==> config.mk <==
export PLATFORM = sky130hd
export DESIGN_NAME = spm_cell
export DESIGN_NICKNAME = d
export VERILOG_FILES = /design/src/design/spm_pkg.sv /design/src/design/spm_cell.sv
export SDC_FILE = /design/constraint.sdc
export NUM_CORES = 1
export LEC_CHECK = 0
export BUFFER_PORTS_ARGS = -buffer_cell sky130_fd_sc_hd__buf_2
export CAP_MARGIN = 20
export CORE_UTILIZATION = 41
export CTS_CLUSTER_SIZE = 20
export DETAILED_ROUTE_END_ITERATION = 10
export PLACE_DENSITY = 0.81
export SYNTH_ARGS = -nofsm -noshare
export SYNTH_HDL_FRONTEND = slang
export SYNTH_SLANG_ARGS = --single-unit
==> constraint.sdc <==
create_clock -name clk -period 3.2 [get_ports clk]
set_clock_uncertainty 0.05 [all_clocks]
set_input_delay 0.16 -clock clk [delete_from_list [all_inputs] [get_ports clk]]
set_output_delay 0.16 -clock clk [all_outputs]
set_load 0.005 [all_outputs]
==> src/design/spm_pkg.sv <==
package spm_pkg;

    localparam logic [1:0] OP_CLEAR = 2'd0;
    localparam logic [1:0] OP_ADD   = 2'd1;
    localparam logic [1:0] OP_READ  = 2'd2;

    localparam int COEF_WIDTH = 32;

    typedef enum logic [2:0] {
        ST_OK     = 3'd0,
        ST_FULL   = 3'd1,
        ST_EMPTY  = 3'd2,
        ST_SAT    = 3'd3,
        ST_CANCEL = 3'd4
    } status_t;

    typedef enum logic [2:0] {
        CMD_HOLD,
        CMD_SEARCH,
        CMD_UPDATE,
        CMD_REMOVE,
        CMD_INSERT,
        CMD_ROTATE
    } cell_cmd_t;

    typedef enum logic [2:0] {
        S_IDLE,
        S_SEARCH,
        S_MATCH,
        S_APPLY,
        S_RESP,
        S_READ
    } state_t;

    typedef struct packed {
        logic [1:0]        operation;
        logic [15:0]       term_exponent;
        logic signed [31:0] term_coefficient;
    } req_t;

    typedef struct packed {
        logic [15:0]        out_exponent;
        logic signed [31:0] out_coefficient;
        logic               last_term;
        status_t            status;
    } rsp_t;

    typedef struct packed {
        cell_cmd_t          cmd;
        logic signed [31:0] coef;
    } cell_ctrl_t;

endpackage

==> src/design/spm_cell.sv <==
module spm_cell
    import spm_pkg::*;
#(
    parameter int EXP_WIDTH = 16
) (
    input  logic                  clk,
    input  cell_ctrl_t            ctrl,
    input  logic [EXP_WIDTH-1:0]  bcast_exp,
    input  logic                  valid,
    input  logic [EXP_WIDTH-1:0]  left_exp,
    input  logic signed [31:0]    left_coef,
    input  logic                  left_lt,
    input  logic [EXP_WIDTH-1:0]  right_exp,
    input  logic signed [31:0]    right_coef,
    output logic [EXP_WIDTH-1:0]  exp,
    output logic signed [31:0]    coef,
    output logic                  lt,
    output logic                  hit,
    output logic [31:0]           hit_coef
);

    logic [EXP_WIDTH-1:0] exp_reg;
    logic signed [31:0]   coef_reg;
    logic                 lt_reg;
    logic                 eq_reg;

    always_ff @(posedge clk)
    begin
        case (ctrl.cmd)
            CMD_SEARCH:
            begin
                lt_reg <= valid && (exp_reg < bcast_exp);
                eq_reg <= valid && (exp_reg == bcast_exp);
            end
            CMD_UPDATE:
            begin
                if (eq_reg)
                begin
                    coef_reg <= ctrl.coef;
                end
            end
            CMD_REMOVE:
            begin
                if (!lt_reg)
                begin
                    exp_reg  <= right_exp;
                    coef_reg <= right_coef;
                end
            end
            CMD_INSERT:
            begin
                if (!lt_reg)
                begin
                    if (left_lt)
                    begin
                        exp_reg  <= bcast_exp;
                        coef_reg <= ctrl.coef;
                    end
                    else
                    begin
                        exp_reg  <= left_exp;
                        coef_reg <= left_coef;
                    end
                end
            end
            CMD_ROTATE:
            begin
                exp_reg  <= right_exp;
                coef_reg <= right_coef;
            end
            default:
            begin
            end
        endcase
    end

    assign exp      = exp_reg;
    assign coef     = coef_reg;
    assign lt       = lt_reg;
    assign hit      = eq_reg;
    assign hit_coef = eq_reg ? coef_reg : 32'd0;

endmodule

=== Yosys cells after proc, flatten, opt, wreduce, memory -nomap -nowiden ===
Cells that the tools add are included.

* Output and inout port bits: 82
* Register bits: 50
* Word-level logic and storage cells: 30
* Input bits: 150

* $lt $le $gt $ge: 1
* Mux-type cells: 10
* Reductions and logical operators: 6
* Equal/unequal tests: 9

{| class="wikitable"
|+ Operators with widths
! cell !! count
|-
| 32-bit 2-to-1 mux || 5
|-
| 32-bit case mux with 4 select lines || 1
|-
| 16-bit 2-to-1 mux || 3
|-
| 16-bit case mux with 3 select lines || 1
|-
| 16-bit equality test || 1
|-
| 16-bit < comparator || 1
|-
| 3-bit by 2-bit equality test with 1-bit output, second input constant || 2
|-
| 3-bit equality test, second input constant || 2
|-
| 2-bit != test, second input constant || 3
|-
| 4-bit AND reduction || 1
|-
| 4-bit nonzero test || 1
|-
| 3-bit by 1-bit equality test with 1-bit output, second input constant || 1
|-
| 3-bit AND reduction || 1
|-
| 3-bit nonzero test || 1
|-
| 1-bit logical AND || 2
|}

=== Depth between registers and ports, before layout ===
Gate-level depths: netlist of the first run.

* Word-level depth: 3
* Depth in mapped cells: 6
* Mapped depth without buffers: 6

=== Worst setup path after synthesis of the first run ===
No wires, ideal clock.

* Kind: reg2reg
* Start point: register lt_reg, in the netlist lt
* End point: register coef_reg[0], in the netlist coef[0] (enable)
* Data required time: 2725 ps
* Path slack: 578 ps
* Buffers on the path: 0
* Arrival: 2147 ps
* Cell stages (with the launch flop): 4
* Setup time: 425 ps
* Clock period less this slack: 2622 ps
* Cell sequence: edfxtp_1 > nand2b_1 > a21boi_0 > o21ai_1

* Word-level cells in the longest chain between the ends: 2
* Elaborated cells between the ends (all ways): 3
* Classes of those cells: eq/ne (2); reduce/logical (1)

{| class="wikitable"
|+ Ends and longest elaborated chain
! what !! RTL line !! RTL
|-
| start, declared || spm_cell.sv:24 || <nowiki>logic lt_reg;</nowiki>
|-
| start signal, assigned || spm_cell.sv:32 || <nowiki>lt_reg <= valid && (exp_reg < bcast_exp);</nowiki>
|-
| 2-bit != test (no source line) || n/a ||
|-
| 4-bit AND reduction (no source line) (*) || n/a ||
|-
| end signal, assigned || spm_cell.sv:39 || <nowiki>coef_reg <= ctrl.coef;</nowiki>
|-
| end signal, assigned || spm_cell.sv:47 || <nowiki>coef_reg <= right_coef;</nowiki>
|-
| end signal, assigned || spm_cell.sv:57 || <nowiki>coef_reg <= ctrl.coef;</nowiki>
|-
| end, declared || spm_cell.sv:23 || <nowiki>logic signed [31:0] coef_reg;</nowiki>
|}

Every way passes the cells marked *; elsewhere a longest branch is shown, timed or not.
A chain may end at the register's enable or synchronous reset.

=== Worst setup path after layout of the first run ===
* Start point: register exp_reg[14], in the netlist exp[14]
* End point: register lt_reg, in the netlist lt (data pin)

* Word-level cells in the longest chain between the ends: 2

{| class="wikitable"
|+ Ends and longest elaborated chain
! what !! RTL line !! RTL
|-
| start, declared || spm_cell.sv:22 || <nowiki>logic [EXP_WIDTH-1:0] exp_reg;</nowiki>
|-
| start signal, assigned || spm_cell.sv:46 || <nowiki>exp_reg <= right_exp;</nowiki>
|-
| start signal, assigned || spm_cell.sv:56 || <nowiki>exp_reg <= bcast_exp;</nowiki>
|-
| start signal, assigned || spm_cell.sv:61 || <nowiki>exp_reg <= left_exp;</nowiki>
|-
| 16-bit < comparator || spm_cell.sv:32 ||
|-
| 1-bit logical AND || spm_cell.sv:32 ||
|}

No other way between the ends.

==> flow_summary.toml, run 1 <==
[route]
routed_via_density = 5.04
route.detailed.drc = 0
drtIter0Drc = 114
wire_per_inst_um = 14.7
via_count = 3070
routed_wl_mm = 8.95
detail-route-antenna-nets = 0
drt_first_pass_iters = 5

[cts]
post_cts_buffers = 0
ctsHoldBuffers = 0
clock_path_buffers = 2
cts_buffers = 5
cts_tree = "yes"
cts_resized = 0
cts_sinks = 50
path_clk_slew_ns = 0.09
insertion_delay_ns = 0.30
cts-root-buf = "clkbuf_8"
htree_num_levels = 2

[sta]
drv_slew = 0
setup_viol = 0
hold_slack_ns = 0.0675
hold_violations = 0
min_period_ns = 1.78
setup_tns_ns = 0
finalCritPeriodShare = 0.556
worst_slew_pin_slew_ns = 0.690
max_slew_margin = 0.539
rsz0062_at_grt = "no"
fmax_mhz = 562

[floorplanning]
coreArea_sq_um = 7370
dieArea_sq_um = 8100
initial_core_util = 0.431
die_h_um = 90.0
die_w_um = 90.0
io_pins = 232
rows = 31

[outcome]
status = "completed"

[worst_setup_path]
slowest_stage = "a2111oi_0"
cp-end-kind = "register"
path_buf_inv = 0
cp_max_fo = 4
path_cells = "ha_1 > nand4_1 > a2111oi_0 > nor3_1"
crit_type = "reg2reg"
crit_arrival_ns = 1.78
required_ns = 3.20
cp-start-kind = "register"
path_delay_family = "compound AO/OA/AOI/OAI gates"
critical-path-max-stage-delay_ns = 0.44

[grt]
grt_pass1_wl_mm = 14.3
grt_max_degree = 35
groute.usage.overall = 0.220
grt-ovfl-total = 0
grt_pass1_vias = 2940
antenna_found_initial = 0

[job]
drv_cap = 0

[place]
gp_congestion = 0.797
place_area_sq_um = 4370
dp_hpwl_mm = 7.21
numPortBuffers = 231

[yosys]
syn-cell-area_sq_um = 3180
ys_ff_latch = 50
synth_edf_count = 50
synth_area_leaders = "edfxtp_1 47%, a22o_1 8.8%, a21o_1 8.0%"
syn_inst = 281
syn_area_per_cell_sq_um = 11.3
ys.flop_type = "edfxtp_1"
synth_fp_nets = 447
seq_area_frac_synth = 0.473
yosysUniqueCellTypes = 32
yosys_warnings = 0
synth_area_leader_cell = "edfxtp_1"
synth_top_area_frac = 0.473
ys_async_sr_fraction = 0

[final_layout]
fin_util = 0.613
largest_reg_flops = 32
syn_to_final_growth_pct = 42.1
final_area_sq_um = 4520
n_antenna_cell = 0
drive_above_1_share = 0.494
nets = 675

[power]
finalPower_mw = 1.66
cellPowerDensity_nw_per_um2 = 368
leakagePower_nw = 2.43
ir_drop_v = 0.000164

[hold_path]
hold_class = "in2reg"
-- placed cells by master (no fill, tap or decap), drive strengths merged, types with 2 or more instances in the layout --
| cell type | instances |
|---|---|
| bufinv | 2 |
| mux2i | 16 |
| a21oi | 22 |
| nor2 | 19 |
| clkbuf | 5 |
| ha | 16 |
| nand3 | 5 |
| nor3 | 3 |
| o21ai | 2 |
| inv | 17 |
| nand2b | 4 |
| nand4 | 4 |
| a21o | 34 |
| edfxtp | 50 |
| buf | 238 |
| and2 | 32 |
| a22o | 32 |
-- stage by stage --
stage          instances  worst slack, ns
3_5_place_dp         600             1.37
3_3_place_gp         600             1.46
2_1_floorplan        281            0.578
6_report             609             1.42
4_1_cts              608             1.42
5_1_grt              609             1.35
-- layer usage --
metal / global-route usage / routed length, um / vias to the layer above
li1: - / - / 1502
met1: 0.234 / 3320 / 1408
met2: 0.431 / 4820 / 144
met3: 0.0508 / 669 / 16
met4: 0.0565 / 138 / 0
met5: 0 / 0 / -
-- report_power, final --
group	total (mW)	leakage, nW	switching (mW)	internal (mW)
Combinational	0.341	1.89	0.160	0.181
Clock	0.525	0.0658	0.215	0.310
Sequential	0.795	0.472	0.0185	0.776
Total	1.66	2.43	0.393	1.27
-- area by class of cell --
class | instances | area (sq um)
fill | 657 | 2850
sequential | 50 | 1500
multi-input combinational | 197 | 1480
timing repair buffer | 238 | 1220
tap | 99 | 124
clock buffer | 5 | 68.8
clock inverter | 3 | 63.8
inverter | 17 | 63.8
-- Yosys cell counts (all sizes together) (2+ instances only) --
cell,count
nand3,5
buf,14
and2,32
a21oi,22
a22o,32
nor2,19
a21o,34
inv,17
ha,16
edfxtp,50
o21ai,2
nand2b,4
nand4,4
clkbuf,3
nor3,3
mux2i,16
-- logic make-up (layout without fill, tap and decap cells) --
logic type / count (synthesis) / in the layout / synth area share
AOI/OAI and AO/OA: 94 / 94 / 0.221
adders and majority gates: 16 / 16 / 0.0630
buffers and inverters: 34 / 263 / 0.0642
DFF: 50 / 50 / 0.473
muxes: 16 / 16 / 0.0504
and+or+nand+nor: 71 / 71 / 0.129
-- final timing paths --
path	start	endpoint	slack [ns]	cells past startpoint
worst max-delay path	exp[14]$_DFFE_PP_	lt$_DFFE_PN_	1.42	4
worst min-delay path	ctrl[31]	coef[31]$_DFFE_PP_	0.07	2
worst max register to register	exp[14]$_DFFE_PP_	lt$_DFFE_PN_	1.42	4
worst min register to register	exp[15]$_DFFE_PP_	lt$_DFFE_PN_	0.83	3
Note: power is estimated with default switching activity, not from simulation.
==> run 2, diff against run 1 <==
--- a/config.mk
+++ b/config.mk
@@ -5,9 +5,10 @@
 export SDC_FILE = /design/constraint.sdc
 export NUM_CORES = 1
 export LEC_CHECK = 0
+export ABC_AREA = 1
 export BUFFER_PORTS_ARGS = -buffer_cell sky130_fd_sc_hd__buf_2
 export CAP_MARGIN = 20
-export CORE_UTILIZATION = 41
+export CORE_UTILIZATION = 43
 export CTS_CLUSTER_SIZE = 20
 export DETAILED_ROUTE_END_ITERATION = 10
 export PLACE_DENSITY = 0.81
==> constraint.sdc (replaced) <==
create_clock -name clk -period 1.7 [get_ports clk]
set_clock_uncertainty 0.05 [all_clocks]
set_input_delay 0.085 -clock clk [delete_from_list [all_inputs] [get_ports clk]]
set_output_delay 0.085 -clock clk [all_outputs]
set_load 0.005 [all_outputs]
==> run 2 against run 1 <==
Compared with the run above:
- global-route usage grew 4.2 points
- fmax up 20%
- synthesized cell count grew 83%
- non-clock buffer count rose by 4
- design area is 8.8% higher
- die area grew 7.5%
- total power rose by 97%
- worst setup slack got worse by 1.2 ns
==> flow_summary.toml, run 2 <==
[final_layout]
nets = 903
final_cell_mix = "273 x nand2_1, 231 x buf_2, 55 x inv_1"
n_fill_cell = 741
largest_reg_flops = 32
drive_above_1_share = 0.342
syn_to_final_growth_pct = 37.0
n_antenna_cell = 0
final_common_cell = "nand2_1"

[route]
via_count = 4119
wire_per_inst_um = 13.7
drtIter0Drc = 202
routed_via_density = 4.91
detail-route-antenna-nets = 0
routed_wl_mm = 11.5
drt_first_pass_iters = 4
route.detailed.drc = 0

[outcome]
status = "completed"

[power]
cellPowerDensity_nw_per_um2 = 667
leakagePower_nw = 2.84
finalPower_mw = 3.28
ir_drop_v = 0.000303

[yosys]
synth_top_area_frac = 0.419
ys_async_sr_fraction = 0
yosysUniqueCellTypes = 22
ys.flop_type = "edfxtp_1"
seq_area_frac_synth = 0.419
syn_area_per_cell_sq_um = 6.96
synth_most_common_cell = "nand2_1"
yosys_warnings = 0
syn_inst = 515
synth_area_leaders = "edfxtp_1 42%, nand2_1 29%, inv_1 5.9%"
ys_top_cells_by_count = "273 x nand2_1, 56 x inv_1, 50 x edfxtp_1"
synth_fp_nets = 681
synth_area_leader_cell = "edfxtp_1"
syn-cell-area_sq_um = 3590
synth_edf_count = 50
ys_ff_latch = 50

[grt]
groute.usage.overall = 0.262
grt_max_degree = 40
grt_pass1_wl_mm = 17.9
grt_pass1_vias = 4022
antenna_found_initial = 0
grt-ovfl-total = 0

[sta]
fmax_mhz = 675
drv_slew = 0
setup_viol = 0
hold_slack_ns = 0.0251
setup_tns_ns = 0
worst_slew_pin_slew_ns = 0.479
finalCritPeriodShare = 0.872
rsz0062_at_grt = "no"
hold_violations = 0
min_period_ns = 1.48
max_slew_margin = 0.678

[cts]
path_clk_slew_ns = 0.09
cts_resized = 0
cts_sinks = 50
post_cts_buffers = 0
cts_buffers = 5
cts_tree = "yes"
clock_path_buffers = 2
ctsHoldBuffers = 0
insertion_delay_ns = 0.29
cts-root-buf = "clkbuf_8"
htree_num_levels = 2

[job]
drv_cap = 0

[floorplanning]
io_pins = 232
dieArea_sq_um = 8710
die_h_um = 93.3
rows = 32
die_w_um = 93.3
coreArea_sq_um = 7890
initial_core_util = 0.455

[worst_setup_path]
crit_arrival_ns = 1.58
crit_type = "reg2reg"
required_ns = 1.80
cp-start-kind = "register"
cp_max_fo = 3
cp-end-kind = "register"

[place]
numPortBuffers = 231
gp_congestion = 0.884
dp_hpwl_mm = 8.82

[hold_path]
hold_class = "in2reg"
-- run 2: cell count changes after synthesis, moves of 28 or more --
cell	before	now
a21o_1	34	2
inv_1	16	56
and2_1	32	0
a22o_1	32	0
nand3_1	5	33
nand2_1	1	273
-- run 2: routing by layer --
metal  track usage  routed length (um)
met1         0.293                4270
met2         0.486                6000
met3        0.0504                 961
met4         0.105                 286
met5             0                   0
-- run 2: cell type report --
class                   count  area [sq um]  share of cell area
multi-input cells         382          1730               0.353
flip-flops and latches     50          1500               0.306
repair buffers            242          1260               0.257
inverters                  56           210              0.0428
well taps                 102           128              0.0260
clock buffers               7          76.3              0.0155
-- run 2: cell families (layout without fill, tap and decap cells) --
| group | after synthesis | after routing | synth area share |
|---|---|---|---|
| adders and majority gates | 16 | 16 | 0.0558 |
| DFF | 50 | 50 | 0.419 |
| xor gates and xnor gates | 1 | 1 | 0.00244 |
| buffers and inverters | 83 | 305 | 0.102 |
| and+or+nand+nor | 340 | 340 | 0.379 |
| AOI/OAI and AO/OA | 25 | 25 | 0.0426 |
-- run 2: where the power goes --
part / switching (mW) / internal [mW]
Sequential: 0.0699 / 1.53
Combinational: 0.552 / 0.457
Clock: 0.386 / 0.285
-- run 2: worst max-delay path: stages, from the launching register on --
cell and delay [ns]:
edfxtp_1 0.40, ha_1 0.33, a21o_1 0.20, o21ai_0 0.17, nand2_1 0.07, a21oi_1 0.12
-- run 2: metrics by stage --
| step | cell area (sq um) | util | worst slack, ns | instances |
|---|---|---|---|---|
| 3_3_place_gp | 4830 | 0.613 | 0.289 | 832 |
| 4_1_cts | 4910 | 0.623 | 0.215 | 839 |
| 5_1_grt | 4910 | 0.623 | 0.134 | 839 |
| 3_5_place_dp | 4830 | 0.613 | 0.211 | 832 |
| 2_1_floorplan | 3600 | - | -0.134 | 515 |
| 6_report | 4910 | 0.623 | 0.218 | 839 |
-- run 2: final timing paths --
check / from / to / slack [ns] / cells past startpoint
worst max register to register: exp[11]$_DFFE_PP_ / lt$_DFFE_PN_ / 0.22 / 5
worst max-delay path: exp[11]$_DFFE_PP_ / lt$_DFFE_PN_ / 0.22 / 5
worst min register to register: exp[6]$_DFFE_PP_ / lt$_DFFE_PN_ / 0.85 / 5
worst min-delay path: right_coef[11] / coef[11]$_DFFE_PP_ / 0.03 / 3
==> run 3, diff against run 2 <==
--- a/config.mk
+++ b/config.mk
@@ -8,6 +8,7 @@
 export ABC_AREA = 1
 export BUFFER_PORTS_ARGS = -buffer_cell sky130_fd_sc_hd__buf_2
 export CAP_MARGIN = 20
+export CORE_MARGIN = 2
 export CORE_UTILIZATION = 43
 export CTS_CLUSTER_SIZE = 20
 export DETAILED_ROUTE_END_ITERATION = 10
==> run 3 against run 2 <==
Compared with the run above:
- sequential share of layout area decreased by 0.10 points
- worst setup slack improved by 0.0039 ns
- utilization decreased by 1.7 points
- critical path type unchanged
- critical endpoint unchanged
- largest power group unchanged
==> flow_summary.toml, run 3 (synthesis gave the netlist of run 2 again) <==
[cts]
htree_num_levels = 2
insertion_delay_ns = 0.30
ctsHoldBuffers = 0
cts_tree = "yes"
clock_path_buffers = 2
cts_sinks = 50
cts-root-buf = "clkbuf_8"
post_cts_buffers = 0
path_clk_slew_ns = 0.10
cts_resized = 0
cts_buffers = 5

[place]
pre_cts_slack_ns = 0.201
placed_cells = 836
gp_congestion = 0.892
dp_hpwl_mm = 8.89
numPortBuffers = 231
place_area_sq_um = 4850

[route]
via_count = 4092
routed_wl_mm = 11.3
drt_first_pass_iters = 4
drtIter0Drc = 141
routed_via_density = 4.85
route.detailed.drc = 0
wire_per_inst_um = 13.4
detail-route-antenna-nets = 0

[final_layout]
final_area_sq_um = 4930
fin_util = 0.606
largest_reg_flops = 32
syn_to_final_growth_pct = 37.4
n_antenna_cell = 0
final_common_cell = "nand2_1"
drive_above_1_share = 0.344
fin_cells = 844
nets = 904
final_cell_mix = "273 x nand2_1, 231 x buf_2, 55 x inv_1"

[hold_path]
hold_class = "in2reg"

[grt]
grt_pass1_wl_mm = 17.4
antenna_found_initial = 0
grt_pass1_vias = 3835
grt-ovfl-total = 0
grt_max_degree = 39
groute.usage.overall = 0.244

[worst_setup_path]
path_buf_inv = 0
critical-path-max-stage-delay_ns = 0.42
required_ns = 1.70
crit_arrival_ns = 1.48
cp_max_fo = 3
crit_type = "reg2reg"
cp-end-kind = "register"
path_delay_family = "flip-flops"
cp-start-kind = "register"
slowest_stage = "edfxtp_1"
path_cells = "ha_1 > nand2_1 > nor3_1 > a21oi_1"

[sta]
finalCritPeriodShare = 0.870
fmax_mhz = 677
worst_slack_ns = 0.222
setup_viol = 0
rsz0062_at_grt = "no"
max_slew_margin = 0.679
worst_slew_pin_slew_ns = 0.479
setup_tns_ns = 0
hold_slack_ns = 0.0105
drv_slew = 0
hold_violations = 0
min_period_ns = 1.48

[outcome]
status = "completed"

[floorplanning]
dieArea_sq_um = 9090
rows = 33
io_pins = 232
initial_core_util = 0.441
die_w_um = 95.3
die_h_um = 95.3
coreArea_sq_um = 8130

[power]
finalPower_mw = 3.29
cellPowerDensity_nw_per_um2 = 667
ir_drop_v = 0.000350
leakagePower_nw = 2.85

[job]
drv_cap = 0
==> run 3: layout make-up <==
cell class	instances	area (sq um)
fillers	759	3210
multi-input cells	382	1730
flip-flops and latches	50	1500
repair buffers	243	1270
inverters	56	210
well taps	105	131
clock buffers	6	72.6
clock inverters	2	8.76
==> run 3: power by group <==
part	total (mW)	switching, mW	leakage (nW)	internal [mW]
Clock	0.692	0.407	0.0426	0.285
Sequential	1.60	0.0690	0.481	1.53
Combinational	1.00	0.542	2.33	0.458
Total	3.29	1.02	2.85	2.27
==> run 3: worst reg2reg max path, stage by stage (launching register included) <==
cell and delay, ns:
edfxtp_1 0.42, ha_1 0.32, nand2_1 0.10, nor3_1 0.25
a21oi_1 0.09
==> run 3: final timing paths <==
| check | from | endpoint | slack (ns) | cells after the start |
|---|---|---|---|---|
| worst max-delay path | exp[15]$_DFFE_PP_ | lt$_DFFE_PN_ | 0.22 | 4 |
| worst min-delay path | right_coef[16] | coef[16]$_DFFE_PP_ | 0.01 | 3 |
| worst max register to register | exp[15]$_DFFE_PP_ | lt$_DFFE_PN_ | 0.22 | 4 |
| worst min register to register | exp[13]$_DFFE_PP_ | lt$_DFFE_PN_ | 0.84 | 6 |
==> run 3: layer usage <==
layer | routed length, um | share of wire | vias to the layer above | track usage
li1 | - | - | 2060 | -
met1 | 4390 | 0.39 | 1843 | 0.288
met2 | 5900 | 0.52 | 173 | 0.455
met3 | 876 | 0.077 | 16 | 0.0364
met4 | 178 | 0.016 | 0 | 0.0713
met5 | 0 | 0 | - | 0
